[src/hw/rtl/phcb_pkg.sv]
package phcb_pkg;

	// Philox 4x32 multipliers and Weyl key increments.
	localparam logic [31:0] MUL_A  = 32'hD251_1F53;
	localparam logic [31:0] MUL_B  = 32'hCD9E_8D57;
	localparam logic [31:0] WEYL_A = 32'h9E37_79B9;
	localparam logic [31:0] WEYL_B = 32'hBB67_AE85;

	// Counter words 0..3 and key words 0..1, index 0 is the low word.
	typedef logic [3:0][31:0] ctr_t;
	typedef logic [1:0][31:0] key_t;

endpackage

[src/hw/rtl/phcb_round.sv]
// One Philox round as a pipeline stage. The incoming key is the base key; the Weyl bump
// for this round is a constant folded in here.
module phcb_round #(
	parameter int RIDX = 0
) (
	input  logic            clk,
	input  logic            arst_n,
	input  logic            in_valid,
	output logic            in_ready,
	input  phcb_pkg::ctr_t  in_ctr,
	input  phcb_pkg::key_t  in_key,
	output logic            out_valid,
	input  logic            out_ready,
	output phcb_pkg::ctr_t  out_ctr,
	output phcb_pkg::key_t  out_key
);

	localparam logic [63:0] BUMP_A_W = 64'(RIDX) * 64'(phcb_pkg::WEYL_A);
	localparam logic [63:0] BUMP_B_W = 64'(RIDX) * 64'(phcb_pkg::WEYL_B);
	localparam logic [31:0] BUMP_A   = BUMP_A_W[31:0];
	localparam logic [31:0] BUMP_B   = BUMP_B_W[31:0];

	logic            vld_s1;
	phcb_pkg::ctr_t  ctr_s1;
	phcb_pkg::key_t  key_s1;
	logic [63:0]     pa;
	logic [63:0]     pb;
	logic [31:0]     k0;
	logic [31:0]     k1;
	phcb_pkg::ctr_t  nxt;

	assign in_ready = !vld_s1 || out_ready;

	always_comb begin
		pa     = 64'(phcb_pkg::MUL_A) * 64'(in_ctr[0]);
		pb     = 64'(phcb_pkg::MUL_B) * 64'(in_ctr[2]);
		k0     = in_key[0] + BUMP_A;
		k1     = in_key[1] + BUMP_B;
		nxt[0] = pb[63:32] ^ in_ctr[1] ^ k0;
		nxt[1] = pb[31:0];
		nxt[2] = pa[63:32] ^ in_ctr[3] ^ k1;
		nxt[3] = pa[31:0];
	end

	always_ff @(posedge clk or negedge arst_n) begin
		if (!arst_n) begin
			vld_s1 <= 1'b0;
		end else if (in_ready) begin
			vld_s1 <= in_valid;
		end
	end

	always_ff @(posedge clk) begin
		if (in_ready && in_valid) begin
			ctr_s1 <= nxt;
			key_s1 <= in_key;
		end
	end

	assign out_valid = vld_s1;
	assign out_ctr   = ctr_s1;
	assign out_key   = key_s1;

endmodule

[config.mk]
export PLATFORM = sky130hd
export DESIGN_NAME = phcb_round
export DESIGN_NICKNAME = d
export VERILOG_FILES = /design/src/hw/rtl/phcb_pkg.sv /design/src/hw/rtl/phcb_round.sv
export SDC_FILE = /design/constraint.sdc
export NUM_CORES = 2
export LEC_CHECK = 0
export BUFFER_PORTS_ARGS = -buffer_cell sky130_fd_sc_hd__buf_4
export CORE_ASPECT_RATIO = 1.5
export CORE_UTILIZATION = 35
export CTS_BUF_LIST = sky130_fd_sc_hd__clkbuf_4 sky130_fd_sc_hd__clkbuf_8 sky130_fd_sc_hd__clkbuf_16
export CTS_CLUSTER_DIAMETER = 60
export DETAILED_ROUTE_END_ITERATION = 16
export GPL_TIMING_DRIVEN = 1
export SLEW_MARGIN = 20
export SYNTH_ARGS = -nofsm -noshare
export SYNTH_HDL_FRONTEND = slang
export SYNTH_SLANG_ARGS = --single-unit
[constraint.sdc]
create_clock -name clk -period 5.15 [get_ports clk]
set_clock_uncertainty 0.2 [all_clocks]
set_input_delay 0.515 -clock clk [delete_from_list [all_inputs] [get_ports clk]]
set_output_delay 0.515 -clock clk [all_outputs]
set_load 0.005 [all_outputs]
## Yosys cells after proc, flatten, opt, wreduce, memory -nomap -nowiden

Index checks and enable logic that the tools add are counted.
Widths: inputs -> output; s select.

- Register bits after elaboration: 193
- Input bits: 196
- Word-level logic and storage cells: 16

- Multipliers: 2
- Bitwise logic cells: 4
- Reductions and logical operators: 3

Operators by type and width:

| kind | number |
|---|---|
| $mul 32x32->64 const A | 2 |
| $xor 32x32->32 | 4 |
| $logic_and 1x1->1 | 1 |
| $logic_not 1->1 | 1 |
| $logic_or 1x1->1 | 1 |

## Logic depth before layout (Yosys ltp)

- Depth after elaboration: 3
- Depth in mapped cells: 27
- Gate-level depth less buffers: 26

## Worst setup path after synthesis

OpenSTA, ideal clock, no wires.

- Path type: input-to-reg
- Start point: input in_ctr[17] in the netlist's numbering
- End point: register ctr_s1 (netlist bit out_ctr[81]) (data pin)
- Arrival: 6.692 ns
- Setup slack: -2.004 ns
- Stages: 22
- Path buffers: 0
- Path through: fa_1 inv_1 fa_1 inv_1 fa_1 inv_1 fa_1 inv_1 fa_1 fa_1 fa_1 fa_1 ha_1 and3_1 and3_1 a221oi_1 o21ai_0 a31oi_2 o2111ai_2 a31oi_2 o21ai_0 xnor2_1

RTL lines:

| what | line | RTL |
|---|---|---|
| from (decl) | phcb_round.sv:10 | `input phcb_pkg::ctr_t in_ctr,` |
| to (signal assigned) | phcb_round.sv:55 | `ctr_s1 <= nxt;` |
| to (decl) | phcb_round.sv:24 | `phcb_pkg::ctr_t ctr_s1;` |

==> run_results.csv <==
group,metric,value,unit
floorplan,start_util,35.4,%
sta,period_needed,7.01,ns
worst_hold_path,hold_class,"input port to register",
global_route,grt_overflow,0,
clocking,cts_root_buf,"clkbuf_16",
global_route,grt_pass1_wl,231,mm
sta,fmax,0.143,GHz
sta,rsz0062_at_grt,"yes",
synth,synth.distinct_cells,67,
detailed_routing,viasPerCell,4.76,
floorplan,dieWidth,290,um
layout,final_util,49.8,%
synth,synth_seq_cells,193,
detailed_routing,routed-via-count,34000,
detailed_routing,antenna_left,0,
setup_path,r2r_cells,3,
synth,syn_nets,5893,
global_route,grt_max_degree,59,
detailed_routing,drt_iter0_drc,1287,
setup_path,crit_type,"input port to register",
sta,worst_slack,-1.86,ns
floorplan,die_area,125000,um^2
layout,layout-drive-gt1-share,36.3,%
flow_run,max-cap-violations,0,
clocking,clkTransAtPathRegs,0.09,ns
detailed_routing,wl,157,mm
synth,postSynth.asyncResetShare,0.518,%
global_route,grt_usage,25.6,%
synth,synth_top_flop_cell,"edfxtp_1",
setup_path,r2r_start,"out_valid$_DFFE_PN0N_",
layout,layout_commonest_cell,"buf_4",
placement,gp_congestion,1.04,
sta,tightest_slew,0.907,ns
layout,layout_common_cells,"buf_4 (1259), inv_1 (1137), ha_1 (721)",
synth,ys_top_cells_by_area,"fa_1 (37%), ha_1 (23%), edfxtp_1 (13%)",
synth,ys_seq_area_share,13.3,%
clocking,cts_tree,"done",
worst_hold_path,holdPathEnd,"out_ctr[94]$_DFFE_PP_",
setup_path,worstSetupEndpointType,"register",
synth,synth_top_area_share,37.1,%
setup_path,required,5.27,ns
layout,regArea,5790,um^2
outcome,violations,"negative setup slack",
synth,netlist_area,43400,um^2
global_route,antenna_found_initial,5,
layout,area_growth,40.7,%
placement,portBuffers,389,
sta,fin_crit_sh,136,%
synth,synth_top_area_cell,"fa_1",
layout,nFillCells,11300,
setup_path,worstReg2RegEnd,"out_key[31]$_DFFE_PP_",
global_route,grt_pass1_vias,38300,
outcome,outcome,"complete, but fails checks",
clocking,clk-insertion-delay-late,0.57,ns
floorplan,die_h,433,um
detailed_routing,drcViolationCount,0,
layout,fin_nets,7336,
worst_hold_path,hold_start,"in_ctr[126]",
synth,postSynthAreaPerCell,10.6,um^2
clocking,numCtsBuffers,17,
sta,relSlewSlack,39.5,%
floorplan,rows,157,
setup_path,start_kind,"input port",
synth,ys_warn_count,0,
placement,place_ws,-2.78,ns
detailed_routing,post_drt_wl_per_cell,22.0,um
synth,synth_enable_flop_cells,192,
detailed_routing,firstDrtPassIters,5,
setup_path,rrSetupSlack,2.89,ns
synth,synthCells,4088,
floorplan,core,123000,um^2
sta,maxSlewViolCount,0,
floorplan,ioPinCount,390,
sta,final-setup-viol-count,101,
layout,multiInputGateArea,36200,um^2
sta,hold_violations,0,
setup_path,cp-startpoint,"in_ctr[21]",
clocking,cts_max_path_buffers,2,
setup_path,critPathMaxFanout,3,
clocking,cts_max_level,4,
placement,dp_hpwl,140,mm
worst_hold_path,min_path_cells,3,
setup_path,crit_arrival,7.14,ns
clocking,clock-sinks,193,
-- cell usage after synthesis (all sizes together) (3+ instances only) --
| cell | n |
|---|---|
| xor2 | 47 |
| o21bai | 29 |
| o31a | 3 |
| nor3 | 14 |
| buf | 10 |
| a211oi | 10 |
| o31ai | 5 |
| inv | 1233 |
| o211a | 3 |
| a41o | 3 |
| o211ai | 15 |
| nand2b | 10 |
| or3 | 8 |
| nor2 | 73 |
| o2111a | 3 |
| ha | 804 |
| a21o | 65 |
| a21boi | 8 |
| xnor2 | 208 |
| a41oi | 4 |
| o21a | 11 |
| a211o | 4 |
| nand3 | 21 |
| and2 | 12 |
| edfxtp | 192 |
| nor4 | 6 |
| o21ai | 81 |
| or2 | 12 |
| fa | 805 |
| nor2b | 8 |
| a21oi | 143 |
| clkbuf | 29 |
| a31oi | 22 |
| and3 | 18 |
| a221oi | 4 |
| a311oi | 5 |
| nand4 | 30 |
| nand2 | 103 |
-- cell type report --
type / count / share of cell area, %
clock buffers: 17 / 0.697
multi-input cells: 2623 / 59.3
diodes: 4 / 0.0164
well taps: 1590 / 3.26
flip-flops and latches: 193 / 9.48
clock inverters: 15 / 0.283
inverters: 1233 / 7.63
repair buffers: 1463 / 19.4
-- registers in the layout, indices dropped and copies added (netlist names) --
signal / count
out_key: 64
out_valid: 1
out_ctr: 128
-- worst max path at each step --
stage                                  to  slack, ns  depth (start not counted)
CTS                 out_ctr[92]$_DFFE_PP_      -1.86                         23
global placement    out_ctr[92]$_DFFE_PP_      -2.75                         23
detailed placement  out_ctr[92]$_DFFE_PP_      -2.78                         23
global route        out_ctr[92]$_DFFE_PP_      -2.08                         23
floorplan           out_ctr[29]$_DFFE_PP_      -1.83                         23
finish              out_ctr[92]$_DFFE_PP_      -1.86                         23
-- stage by stage --
step,cells,TNS (ns),cell area [um^2],hold WS [ns]
3_3_place_gp,6952,-208.59,55900,0.0901
6_report,7138,-124.06,61100,0.141
4_1_cts,7108,-121.12,59600,0.0892
3_5_place_dp,6952,-209.53,55900,0.0910
2_1_floorplan,4088,-120.23,44100,0.0194
5_1_grt,7135,-138.69,61100,0.160
-- cells by family (layout without fill, tap and decap cells) --
logic type	after synthesis	after routing	synth area share, %
fa+ha+maj	1609	1609	60.3
buf+inv	1272	2728	11.0
compound gates	434	434	6.56
simple gates	323	323	3.57
xor+xnor	255	255	5.14
flops	193	193	13.3
mux	2	2	0.0461
other cells	0	4	0
-- worst max-delay path, stage by stage --
cell and delay [ns]:
buf_8 0.10, fa_2 0.62, inv_2 0.05, fa_1 0.49
inv_2 0.04, fa_2 0.56, fa_2 0.47, fa_2 0.49
fa_1 0.54, fa_2 0.49, fa_2 0.60, inv_2 0.06
ha_4 0.26, a21oi_4 0.16, o21ai_4 0.10, nor4_4 0.28
o211ai_1 0.23, a41o_1 0.32, a21oi_2 0.15, buf_6 0.14
o21ai_4 0.08, a311oi_2 0.28, xnor2_1 0.09
-- repair_timing --
action	4_1_cts	5_1_grt
pin swaps	249	214
gates resized for setup	454	289
setup endpoints to repair	103	104
hold buffers	68	0
endpoints found under the hold margin	66	0
setup buffers	67	56
-- layer usage --
| layer | routed length (um) | up-vias | part of all wire (%) | global-route usage (%) |
|---|---|---|---|---|
| met5 | 0 | - | 0 | 0 |
| met1 | 56500 | 17200 | 36 | 27.3 |
| li1 | - | 15700 | - | - |
| met4 | 10900 | 0 | 6.9 | 15.5 |
| met2 | 84100 | 836 | 54 | 47.6 |
| met3 | 5540 | 290 | 3.5 | 3.30 |
Power is not shown: default switching activity piles up to over one toggle a cycle in this logic, so the estimate is an artifact.
